File: src/design/rwpf_pkg.sv
`default_nettype none

package rwpf_pkg;

    typedef struct packed {
        logic [7:0]  device_id;
        logic [15:0] register_address;
        logic [31:0] write_value;
    } rwpf_req_t;

    typedef struct packed {
        logic [7:0] packet_byte;
        logic       last_byte;
    } rwpf_pkt_t;

    localparam logic [7:0]  HDR_SYNC     = 8'hFF;
    localparam logic [7:0]  HDR_MARK     = 8'hFD;
    localparam logic [7:0]  RESERVED     = 8'h00;
    localparam logic [7:0]  LEN_LO       = 8'h09;
    localparam logic [7:0]  LEN_HI       = 8'h00;
    localparam logic [7:0]  INSTR_WRITE  = 8'h03;
    localparam logic [15:0] CRC_POLY     = 16'h8005;

    localparam logic [3:0]  POS_HDR0     = 4'd0;
    localparam logic [3:0]  POS_HDR1     = 4'd1;
    localparam logic [3:0]  POS_HDR2     = 4'd2;
    localparam logic [3:0]  POS_RSVD     = 4'd3;
    localparam logic [3:0]  POS_ID       = 4'd4;
    localparam logic [3:0]  POS_LEN_LO   = 4'd5;
    localparam logic [3:0]  POS_LEN_HI   = 4'd6;
    localparam logic [3:0]  POS_INSTR    = 4'd7;
    localparam logic [3:0]  POS_ADDR_LO  = 4'd8;
    localparam logic [3:0]  POS_ADDR_HI  = 4'd9;
    localparam logic [3:0]  POS_VAL0     = 4'd10;
    localparam logic [3:0]  POS_VAL1     = 4'd11;
    localparam logic [3:0]  POS_VAL2     = 4'd12;
    localparam logic [3:0]  POS_CRC_LO   = 4'd14;
    localparam logic [3:0]  POS_LAST     = 4'd15;

    // Packet body byte at a position below the CRC field.
    function automatic logic [7:0] body_byte(input logic [3:0] pos, input rwpf_req_t req);
        logic [7:0] b;
        case (pos)
            POS_HDR0:    b = HDR_SYNC;
            POS_HDR1:    b = HDR_SYNC;
            POS_HDR2:    b = HDR_MARK;
            POS_RSVD:    b = RESERVED;
            POS_ID:      b = req.device_id;
            POS_LEN_LO:  b = LEN_LO;
            POS_LEN_HI:  b = LEN_HI;
            POS_INSTR:   b = INSTR_WRITE;
            POS_ADDR_LO: b = req.register_address[7:0];
            POS_ADDR_HI: b = req.register_address[15:8];
            POS_VAL0:    b = req.write_value[7:0];
            POS_VAL1:    b = req.write_value[15:8];
            POS_VAL2:    b = req.write_value[23:16];
            default:     b = req.write_value[31:24];
        endcase
        return b;
    endfunction

    // One byte through the MSB-first CRC-16, eight shift steps.
    function automatic logic [15:0] crc_byte(input logic [15:0] crc, input logic [7:0] b);
        logic [15:0] c;
        c = crc ^ {b, 8'h00};
        for (int k = 0; k < 8; k++) begin
            if (c[15])
            begin
                c = {c[14:0], 1'b0} ^ CRC_POLY;
            end
            else
            begin
                c = {c[14:0], 1'b0};
            end
        end
        return c;
    endfunction

endpackage

`default_nettype wire

File: src/design/rwpf_front.sv
`default_nettype none

module rwpf_front
    import rwpf_pkg::*;
(
    input  wire logic      clk,
    input  wire logic      rst_n,
    input  wire logic      req_valid,
    output logic           req_ready,
    input  wire rwpf_req_t req,
    output logic           q_valid,
    input  wire logic      q_pop,
    output rwpf_req_t      q_data
);

    // Two-entry queue: head is always the entry handed to the back end.
    rwpf_req_t head_reg, tail_reg;
    logic      head_v_reg, tail_v_reg;
    logic      push;

    assign req_ready = !tail_v_reg;
    assign push      = req_valid && req_ready;
    assign q_valid   = head_v_reg;
    assign q_data    = head_reg;

    always_ff @(posedge clk or negedge rst_n)
    begin
        if (!rst_n)
        begin
            head_v_reg <= 1'b0;
            tail_v_reg <= 1'b0;
        end
        else
        begin
            if (q_pop && push)
            begin
                head_reg   <= req;
                head_v_reg <= 1'b1;
            end
            else if (q_pop)
            begin
                // advance the tail into the head
                head_reg   <= tail_reg;
                head_v_reg <= tail_v_reg;
                tail_v_reg <= 1'b0;
            end
            else if (push)
            begin
                if (head_v_reg)
                begin
                    tail_reg   <= req;
                    tail_v_reg <= 1'b1;
                end
                else
                begin
                    head_reg   <= req;
                    head_v_reg <= 1'b1;
                end
            end
        end
    end

endmodule

`default_nettype wire

File: src/design/rwpf_back.sv
`default_nettype none

module rwpf_back
    import rwpf_pkg::*;
(
    input  wire logic      clk,
    input  wire logic      rst_n,
    input  wire logic      q_valid,
    output logic           q_pop,
    input  wire rwpf_req_t q_data,
    output logic           pkt_valid,
    input  wire logic      pkt_ready,
    output rwpf_pkt_t      pkt
);

    logic       busy_reg;
    logic [3:0] pos_reg;
    rwpf_req_t  req_reg;
    logic [15:0] crc_reg;
    logic       pkt_valid_reg;
    rwpf_pkt_t  pkt_reg;

    logic       advance;
    logic       finishing;
    logic [7:0] cur_byte;

    assign advance   = busy_reg && (!pkt_valid_reg || pkt_ready);
    assign finishing = advance && (pos_reg == POS_LAST);
    assign q_pop     = q_valid && (!busy_reg || finishing);
    assign pkt_valid = pkt_valid_reg;
    assign pkt       = pkt_reg;

    always_comb
    begin
        if (pos_reg < POS_CRC_LO)
        begin
            cur_byte = body_byte(pos_reg, req_reg);
        end
        else if (pos_reg == POS_CRC_LO)
        begin
            cur_byte = crc_reg[7:0];
        end
        else
        begin
            cur_byte = crc_reg[15:8];
        end
    end

    always_ff @(posedge clk or negedge rst_n)
    begin
        if (!rst_n)
        begin
            busy_reg      <= 1'b0;
            pos_reg       <= '0;
            pkt_valid_reg <= 1'b0;
        end
        else
        begin
            if (advance)
            begin
                pkt_reg.packet_byte <= cur_byte;
                pkt_reg.last_byte   <= (pos_reg == POS_LAST);
                pkt_valid_reg       <= 1'b1;
                if (pos_reg < POS_CRC_LO)
                begin
                    crc_reg <= crc_byte(crc_reg, cur_byte);
                end
                // wraps to zero after the last byte, ready for the next request
                pos_reg <= pos_reg + 4'd1;
            end
            else if (pkt_ready)
            begin
                pkt_valid_reg <= 1'b0;
            end

            if (q_pop)
            begin
                // load the next request and restart the CRC
                req_reg  <= q_data;
                crc_reg  <= '0;
                busy_reg <= 1'b1;
            end
            else if (finishing)
            begin
                busy_reg <= 1'b0;
            end
        end
    end

endmodule

`default_nettype wire

File: src/design/register_write_packet_framer.sv
// Channel  Direction  Handshake               Word
// req      in         req_valid / req_ready   device_id, register_address, write_value
// pkt      out        pkt_valid / pkt_ready   packet_byte, last_byte
//
// Each request word turns into sixteen packet words, one per cycle while pkt_ready
// stays high; the byte sequencer in the back end walks the positions of each packet.
// On an idle block a request word goes through the queue head, req_reg and then pkt_reg.
// rst_n clears the queue, the sequencer and the output register at once.
// A stall on pkt holds the output word; the two-entry queue keeps taking requests
// until it is full.
`default_nettype none

module register_write_packet_framer
    import rwpf_pkg::*;
(
    input  wire logic      clk,
    input  wire logic      rst_n,
    input  wire logic      req_valid,
    output logic           req_ready,
    input  wire rwpf_req_t req,
    output logic           pkt_valid,
    input  wire logic      pkt_ready,
    output rwpf_pkt_t      pkt
);

    // Queue hand-off between the request front end and the byte sequencer.
    logic      q_valid;
    logic      q_pop;
    rwpf_req_t q_data;

    // Front end: take request words and hold them until the sequencer is free.
    rwpf_front u_front (
        .clk       (clk),
        .rst_n     (rst_n),
        .req_valid (req_valid),
        .req_ready (req_ready),
        .req       (req),
        .q_valid   (q_valid),
        .q_pop     (q_pop),
        .q_data    (q_data)
    );

    // Back end: walk the sixteen packet positions, fold body bytes into the CRC,
    // and drive each word through the output register.
    rwpf_back u_back (
        .clk       (clk),
        .rst_n     (rst_n),
        .q_valid   (q_valid),
        .q_pop     (q_pop),
        .q_data    (q_data),
        .pkt_valid (pkt_valid),
        .pkt_ready (pkt_ready),
        .pkt       (pkt)
    );

endmodule

`default_nettype wire

File: config.mk
export PLATFORM = sky130hd
export DESIGN_NAME = register_write_packet_framer
export DESIGN_NICKNAME = d
export VERILOG_FILES = /design/src/design/rwpf_pkg.sv /design/src/design/rwpf_front.sv /design/src/design/rwpf_back.sv /design/src/design/register_write_packet_framer.sv
export SDC_FILE = /design/constraint.sdc
export NUM_CORES = 1
export LEC_CHECK = 0
export ABC_CLOCK_PERIOD_IN_PS = 8500
export BUFFER_PORTS_ARGS = -buffer_cell sky130_fd_sc_hd__buf_4
export CAP_MARGIN = 20
export CORE_UTILIZATION = 45
export CTS_CLUSTER_SIZE = 25
export DETAILED_ROUTE_END_ITERATION = 6
export PLACE_DENSITY = 0.6
export SYNTH_ARGS = -nofsm -noshare
export SYNTH_HDL_FRONTEND = slang
export SYNTH_SLANG_ARGS = --single-unit
File: constraint.sdc
create_clock -name clk -period 8.5 [get_ports clk]
set_input_delay 0.425 -clock clk [delete_from_list [all_inputs] [get_ports clk]]
set_output_delay 0.425 -clock clk [all_outputs]
set_load 0.01 [all_outputs]
==> metrics.txt, run 1 <==
final wirelength 15,100 um; Root Driver clkbuf_16; final worst path period need 4.23 ns; post-route setup slack 4.27 ns; Max VDD drop 0.231 mV; Reg2Reg Setup Slack 4.27 ns; worst hold path class input pin to flop; DRC Markers 0; Critical Path AT 4.47 ns; cts bufs inserted 21; Overflow after GRT 0; WS Path Type flop to flop; sum of negative setup slack 0 ns; final net count 648; final hold violation count 0; number of fill cells 1,428; gpl congestion 0.850; Initial Util 46.0%; CP endpoint kind flop; drt first pass iters 7; Setup WS pre-CTS 4.29 ns; Final ANT Viol Nets 0; Slew Viols, Final 0; vias 4,367; unrepaired setup endpoints after global routing false; slew margin rel. 31.8%; drt initial violations 256; CTS tree done; Setup Skew 0.0105 ns; critical path required time 8.74 ns; final setup violation count 0; Syn Area/Cell 16.1 um^2; Pwr Density 351 mW/mm^2; CTS max path bufs 3; vias per cell 5.29; layout cells sized above 1 30.7%; full die area 0.0189 mm^2; Synth top area share 70.1%; Synth Instances 512; part of the Yosys area used for sequential elements 72.6%; run status complete, no violations; Max Freq 236 MHz; Crit Path Max Fanout 35; first-pass GRT wire length 23,500 um; Post-synth ARST share 3.98%; top_reg_cell synth edfxtp_1; Syn Std Cell Area 0.00826 mm^2; yosys warns 0; All-Layer GR Usage 16.7%; final worst path period share 49.8%; die height 138 um; I/O Pins 71; CP startpoint kind flop; Distinct cells, synth 62; Max Cap Violations 0; Area contributors post-synth edfxtp_1, mux2_2, dfrtp_1, a21oi_1, nand2_1; CTS sink count 201; post-synth top area cell edfxtp_1; Post-Syn Nets 576; Row Count 49; clk slew on worst S/H paths 0.06 ns; H-tree Lvls 1; Post-synth EDFFs 193; Yosys reg bits 201; Antenna Cells 0; PostCTS Resize Cnt 0; PortBufs 70; Worst-Skew Late Latency 0.49 ns; P&R area growth vs syn 16.6%; Worst Tran Pin Value 1.02 ns; Leak 3.35 nW; antenna violations before repair 0; vias in the first global route 4,305; Routed WL per cell 18.3 um; Die X 138 um; largest net degree at the start of global routing 36; CORE AREA 0.0180 mm^2; post-DP HPWL 10,100 um
synthesized netlist by cell type, drive strengths merged (6+ instances only):
master and instances:
mux2 58, nor2 24, nand2 38, inv 8
edfxtp 193, xnor2 10, dfrtp 8, a211oi 7
o21ai 12, nand2b 13, and3 8, buf 14
a21oi 31, nand3 6, clkbuf 13
cell type report:
| cell class | count | area [um^2] | area share (%) |
|---|---|---|---|
| Clock inverter | 10 | 104 | 1.08 |
| Inverter | 8 | 30.0 | 0.312 |
| Sequential cell | 201 | 6000 | 62.2 |
| Clock buffer | 25 | 541 | 5.61 |
| Timing Repair Buffer | 76 | 573 | 5.95 |
| Tap cell | 229 | 287 | 2.97 |
| Multi-Input combinational cell | 276 | 2110 | 21.9 |
critical path, stage by stage, from the launching register on:
cell and delay (ns):
dfrtp_1 1.02, nand2_1 0.31, o21ai_0 0.62, and2_1 0.69
nand2_2 0.53, buf_4 0.44, mux2_2 0.33
what timing repair did:
action | CTS | global route
setup buffers | 0 | 0
hold buffers | 1 | 0
hold endpoints to repair | 8 | 0
cell usage in the layout, fill, tap and decap left out, types with 3 or more instances in the layout:
| master | n |
|---|---|
| a31oi_1 | 3 |
| dfrtp_1 | 8 |
| nand3_1 | 4 |
| nand2b_1 | 13 |
| ha_1 | 4 |
| inv_1 | 8 |
| clkbuf_16 | 21 |
| a22oi_1 | 4 |
| a311oi_1 | 3 |
| xnor2_1 | 8 |
| xor2_1 | 4 |
| o21ai_0 | 6 |
| and3_1 | 7 |
| nor2_1 | 23 |
| clkinv_2 | 4 |
| edfxtp_1 | 193 |
| nor2b_1 | 3 |
| a21boi_0 | 4 |
| a211oi_1 | 6 |
| clkbuf_1 | 4 |
| mux2_2 | 57 |
| o21ai_1 | 6 |
| a21oi_1 | 30 |
| a222oi_1 | 5 |
| nand2_1 | 37 |
| buf_4 | 75 |
| nor3_1 | 4 |
metal layers:
layer | GRT usage [%] | up-vias | routed length (um)
met4 | 5.07 | 0 | 363
met3 | 3.20 | 25 | 652
met1 | 22.0 | 2128 | 6580
met5 | 0 | - | 0
li1 | - | 2107 | -
met2 | 28.0 | 107 | 7500
stage by stage:
| stage | hold slack, ns | cell area, um^2 | std cells | total power [mW] | util, % |
|---|---|---|---|---|---|
| 6_report | 0.113 | 9640 | 825 | 3.38 | 53.6 |
| 2_1_floorplan | 0.129 | 8260 | 512 | 2.30 | - |
| 3_5_place_dp | 0.356 | 8980 | 789 | 2.54 | 50.0 |
| 5_1_grt | 0.0914 | 9640 | 825 | 3.57 | 53.6 |
| 4_1_cts | 0.0899 | 9640 | 825 | 3.42 | 53.6 |
| 3_3_place_gp | 0.347 | 8980 | 789 | 2.52 | 50.0 |
logic make-up (layout without fill, tap and decap cells):
group,after synthesis,count (layout),synth area share (%)
adders and majority gates,4,4,0.606
buffers and inverters,35,119,2.09
and+or+nand+nor,106,106,6.50
AOI/OAI and AO/OA,91,91,8.09
xor gates and xnor gates,16,16,2.14
muxes,59,59,8.03
DFF,201,201,72.6
power by group:
part	total (mW)	internal [mW]	switching (mW)
combinational	1.17	0.553	0.614
sequential	1.35	1.24	0.113
clock	0.865	0.513	0.352
total	3.38	2.30	1.08
path summary, 6_finish.rpt:
check                                               from                              to  cells past startpoint
setup reg to reg           u_back.pos_reg[2]$_DFFE_PN0P_    u_front.q_data[31]$_DFFE_PP_                      6
setup / recovery           u_back.pos_reg[2]$_DFFE_PN0P_    u_front.q_data[31]$_DFFE_PP_                      6
min in group asynchronous                          rst_n    u_back.pkt_valid$_DFFE_PN0P_                      2
hold reg to reg              u_front.q_data[1]$_DFFE_PP_     u_back.req_reg[1]$_DFFE_PP_                      0
hold / removal                                   req[17]  u_front.tail_reg[17]$_DFFE_PP_                      1
max in group asynchronous                          rst_n  u_front.tail_v_reg$_DFFE_PN0P_                      2
(Power assumes the default switching activity.)
==> run 2, diff against run 1 <==
--- a/config.mk
+++ b/config.mk
@@ -5,13 +5,13 @@
 export SDC_FILE = /design/constraint.sdc
 export NUM_CORES = 1
 export LEC_CHECK = 0
-export ABC_CLOCK_PERIOD_IN_PS = 8500
+export ABC_CLOCK_PERIOD_IN_PS = 3700
 export BUFFER_PORTS_ARGS = -buffer_cell sky130_fd_sc_hd__buf_4
 export CAP_MARGIN = 20
 export CORE_UTILIZATION = 45
 export CTS_CLUSTER_SIZE = 25
 export DETAILED_ROUTE_END_ITERATION = 6
-export PLACE_DENSITY = 0.6
+export PLACE_DENSITY = 0.62
 export SYNTH_ARGS = -nofsm -noshare
 export SYNTH_HDL_FRONTEND = slang
 export SYNTH_SLANG_ARGS = --single-unit
==> constraint.sdc (replaced) <==
create_clock -name clk -period 3.7 [get_ports clk]
set_input_delay 0.185 -clock clk [delete_from_list [all_inputs] [get_ports clk]]
set_output_delay 0.185 -clock clk [all_outputs]
set_load 0.01 [all_outputs]
==> metrics.txt, run 2 (synthesis gave the netlist of run 1 again) <==
run status complete, no violations; layout cells sized above 1 30.4%; CORE AREA 0.0180 mm^2; H-tree Lvls 1; Root Driver clkbuf_16; final hold violation count 0; vias per cell 5.24; dpl cells 801; Initial Util 46.0%; WS Path Type flop to flop; most frequent cells in the layout edfxtp_1, buf_4, dlygate4sd3_1; CP endpoint kind flop; die height 138 um; I/O Pins 71; P&R area growth vs syn 26.0%; Max Cap Violations 0; Max Freq 287 MHz; Die X 138 um; Max VDD drop 0.836 mV; CTS max path bufs 3; DP Area 0.00911 mm^2; Leak 3.68 nW; worst hold path class input pin to flop; commonest non-fill, non-tap cell in the layout edfxtp_1; final wirelength 16,100 um; Slew Viols, Final 0; hold path depth 3; unrepaired setup endpoints after global routing false; Worst Tran Pin Value 0.714 ns; Routed WL per cell 18.0 um; Antenna Cells 0; final net count 718; final worst path period need 3.48 ns; cts bufs inserted 22; overall power 8.06 mW; critical path required time 3.92 ns; antenna violations before repair 0; Critical Path AT 3.70 ns; RR Endpoint u_back.crc_reg[15]$_SDFFCE_PP0P_; smallest hold slack 0.0225 ns; Final ANT Viol Nets 0; post-layout utilization of the core 58.0%; Pwr Density 773 mW/mm^2; Reg2Reg Setup Slack 0.22 ns; drt initial violations 281; CTS tree done; Hold Path Sink u_back.pkt_valid$_DFFE_PN0P_; gpl congestion 0.905; Final Instance Area 0.0104 mm^2; R2R depth 12; CTS sink count 201; clk slew on worst S/H paths 0.06 ns; full die area 0.0189 mm^2; non-filler cells, final 899; Row Count 49; slew margin rel. 52.4%; min-delay src pkt_ready; largest net degree at the start of global routing 46; Setup Fix Bufs, Post-CTS 0; post-route setup slack 0.219 ns; Setup Skew 0.00995 ns; Overflow after GRT 0; Crit Path Max Fanout 13; post-DP HPWL 10,700 um; CP startpoint kind flop; drt first pass iters 5; sum of negative setup slack 0 ns; vias in the first global route 4,660; Worst-Skew Late Latency 0.50 ns; vias 4,715; final setup violation count 0; final worst path period share 94.1%; FF-to-FF Start u_back.pos_reg[1]$_DFFE_PN0P_; first-pass GRT wire length 25,200 um; All-Layer GR Usage 17.7%; PortBufs 70; Setup WS pre-CTS 0.0794 ns; DRC Markers 0
==> run 2: power breakdown <==
group,internal (mW),switching (mW)
clock network,1.16,0.843
registers,2.85,0.219
logic,1.44,1.55
==> run 2: metal layers <==
layer | vias up | GRT usage [%] | wire, um
li1 | 2258 | - | -
met1 | 2334 | 23.4 | 7120
met2 | 100 | 30.4 | 8150
met3 | 23 | 3.09 | 545
met4 | 0 | 4.33 | 327
met5 | - | 0 | 0
==> run 2: worst max-delay path by stage <==
| stage | endpoint | from | depth (start not counted) |
|---|---|---|---|
| after floorplan | u_front.q_data[0]$_DFFE_PP_ | u_back.pos_reg[1]$_DFFE_PN0P_ | 7 |
| after global placement | u_back.crc_reg[15]$_SDFFCE_PP0P_ | u_back.pos_reg[0]$_DFFE_PN0P_ | 12 |
| after global routing | u_back.crc_reg[15]$_SDFFCE_PP0P_ | u_back.pos_reg[1]$_DFFE_PN0P_ | 12 |
| after detailed placement | u_back.crc_reg[15]$_SDFFCE_PP0P_ | u_back.pos_reg[0]$_DFFE_PN0P_ | 12 |
| after CTS | u_back.crc_reg[15]$_SDFFCE_PP0P_ | u_back.pos_reg[0]$_DFFE_PN0P_ | 12 |
| final | u_back.crc_reg[15]$_SDFFCE_PP0P_ | u_back.pos_reg[1]$_DFFE_PN0P_ | 12 |
==> run 2: final cells by class <==
cell class	instances	area, um^2
Tap cell	229	287
Timing Repair Buffer	145	1270
Sequential cell	201	6000
Multi-Input combinational cell	276	2160
Fill cell	1344	7550
Inverter	8	30.0
Clock inverter	16	113
Clock buffer	24	558
==> run 2: worst max-delay path: stages, from the launching register on <==
cell and delay (ns):
dfrtp_1 0.37, buf_4 0.16, ha_2 0.27, or3_4 0.45, a21oi_4 0.27, a2111o_1 0.21, o21ai_1 0.07, a22o_1 0.28
xnor2_2 0.19, xnor3_2 0.50, xnor2_2 0.16, xnor2_1 0.18, a211oi_2 0.09
==> run 2: what timing repair did <==
| item | 4_1_cts | 5_1_grt |
|---|---|---|
| hold endpoints to repair | 98 | 0 |
| setup endpoints to repair | 0 | 3 |
| resized for setup | 0 | 10 |
| hold buffers | 58 | 0 |
==> run 3, diff against run 2 <==
--- a/config.mk
+++ b/config.mk
@@ -12,6 +12,7 @@
 export CTS_CLUSTER_SIZE = 25
 export DETAILED_ROUTE_END_ITERATION = 6
 export PLACE_DENSITY = 0.62
+export RECOVER_POWER = 50
 export SYNTH_ARGS = -nofsm -noshare
 export SYNTH_HDL_FRONTEND = slang
 export SYNTH_SLANG_ARGS = --single-unit
==> metrics.txt, run 3 (synthesis gave the netlist of run 1 again) <==
Max Cap Violations 1; vias 4,726; final worst path period need 3.49 ns; Max VDD drop 0.835 mV; CP endpoint kind flop; P&R area growth vs syn 24.8%; Routed WL per cell 17.9 um; R2R depth 10; DRC Markers 0; unrepaired setup endpoints after global routing false; non-filler cells, final 899; CTS max path bufs 3; drt first pass iters 4; number of fill cells 1,380; cts bufs inserted 22; Setup Fix Bufs, Post-CTS 0; CTS sink count 201; Worst Setup SP u_back.pos_reg[3]$_DFFE_PN0P_; largest net degree at the start of global routing 46; Root Driver clkbuf_16; die height 138 um; Setup Skew 0.00952 ns; PortBufs 70; Critical Path AT 3.71 ns; clk slew on worst S/H paths 0.06 ns; post-layout utilization of the core 57.4%; Max Freq 286 MHz; CORE AREA 0.0180 mm^2; final hold violation count 0; Crit Path Max Fanout 18; layout cells sized above 1 27.0%; final worst path period share 94.4%; I/O Pins 71; full die area 0.0189 mm^2; final setup violation count 0; vias per cell 5.26; Pwr Density 777 mW/mm^2; Overflow after GRT 0; vias in the first global route 4,660; failing checks capacitance limit, slew limit; commonest non-fill, non-tap cell in the layout edfxtp_1; post-DP HPWL 10,700 um; FF-to-FF Start u_back.pos_reg[3]$_DFFE_PN0P_; first-pass GRT wire length 25,200 um; Die X 138 um; most frequent cells in the layout edfxtp_1, dlygate4sd3_1, mux2_2; final wirelength 16,100 um; overall power 8.01 mW; Row Count 49; Slew Viols, Final 29; dpl cells 801; Leak 3.58 nW; sum of negative setup slack 0 ns; critical path required time 3.92 ns; Worst Tran Pin Value 1.58 ns; CP Cell Sequence clkbuf_1, mux2_2, a221o_1, nor2_1, o21ai_1, o31ai_2, xor2_1, xnor2_2, xnor2_1, a211oi_2; final net count 718; Setup WS pre-CTS 0.0794 ns; antenna violations before repair 0; Initial Util 46.0%; H-tree Lvls 1; slowest stage delay, CP 0.79 ns; worst hold path class input pin to flop; Critical Path Sink u_back.crc_reg[15]$_SDFFCE_PP0P_; min-delay src pkt_ready; CP startpoint kind flop; slew margin rel. -5.25%; Final ANT Viol Nets 0; post-route setup slack 0.208 ns; gpl congestion 0.905; Antenna Cells 0; All-Layer GR Usage 17.7%; Reg2Reg Setup Slack 0.21 ns; drt initial violations 275; RR Endpoint u_back.crc_reg[15]$_SDFFCE_PP0P_; CTS tree done; WS Path Type flop to flop; run status finished with violations; Worst-Skew Late Latency 0.50 ns; worst-path cell with the longest stage delay dfrtp_1
## run 3: stage by stage
stage          hold WS [ns]  cell area [um^2]
6_report             0.0196             10300
4_1_cts             0.00983             10400
2_1_floorplan        -0.111              8270
3_5_place_dp          0.123              9110
5_1_grt              0.0292             10300
3_3_place_gp          0.113              9110
## run 3: layout make-up
class | instances | area (um^2) | area share, %
clock buffer | 24 | 558 | 5.41
clock inverter | 16 | 113 | 1.09
inverter | 8 | 30.0 | 0.291
multi-input combinational | 276 | 2150 | 20.9
sequential | 201 | 6000 | 58.1
tap | 229 | 287 | 2.78
timing repair buffer | 145 | 1180 | 11.4
## run 3: critical path, delay by kind of cell, from the launching register on
| kind | cells | cell delay [ns] |
|---|---|---|
| multiplexers | 1 | 0.39 |
| flip-flops | 1 | 0.79 |
| buffers and inverters | 1 | 0.43 |
| AO/OA/AOI/OAI | 4 | 0.66 |
| AND/OR/NAND/NOR | 1 | 0.27 |
| XOR/XNOR | 3 | 0.66 |
## run 3: timing repair
action | CTS | global route
endpoints found under the setup margin | 0 | 3
gates resized for setup | 0 | 10
hold buffers | 58 | 0
hold endpoints to repair | 98 | 0
## run 3: report_power, final
group	switching (mW)	internal (mW)	total [mW]
registers	0.218	2.85	3.06
logic	1.54	1.40	2.94
clock network	0.843	1.16	2.00
## run 3: how the worst min path moves through the flow
stage,end,slack (ns),cells after the start
global placement,u_back.pkt_valid$_DFFE_PN0P_,0.11,1
CTS,u_back.pkt_valid$_DFFE_PN0P_,0.01,3
detailed placement,u_back.pkt_valid$_DFFE_PN0P_,0.12,1
finish,u_back.pkt_valid$_DFFE_PN0P_,0.02,3
global route,u_back.pkt_valid$_DFFE_PN0P_,0.03,3
floorplan,u_back.busy_reg$_DFFE_PN0P_,-0.11,0
## run 3: routing by layer
| layer | GRT usage [%] | vias to the layer above | share of wire, % |
|---|---|---|---|
| met5 | 0 | - | 0 |
| met4 | 4.33 | 0 | 2.0 |
| met3 | 3.09 | 23 | 3.5 |
| met2 | 30.4 | 106 | 50 |
| met1 | 23.4 | 2336 | 44 |
| li1 | - | 2261 | - |
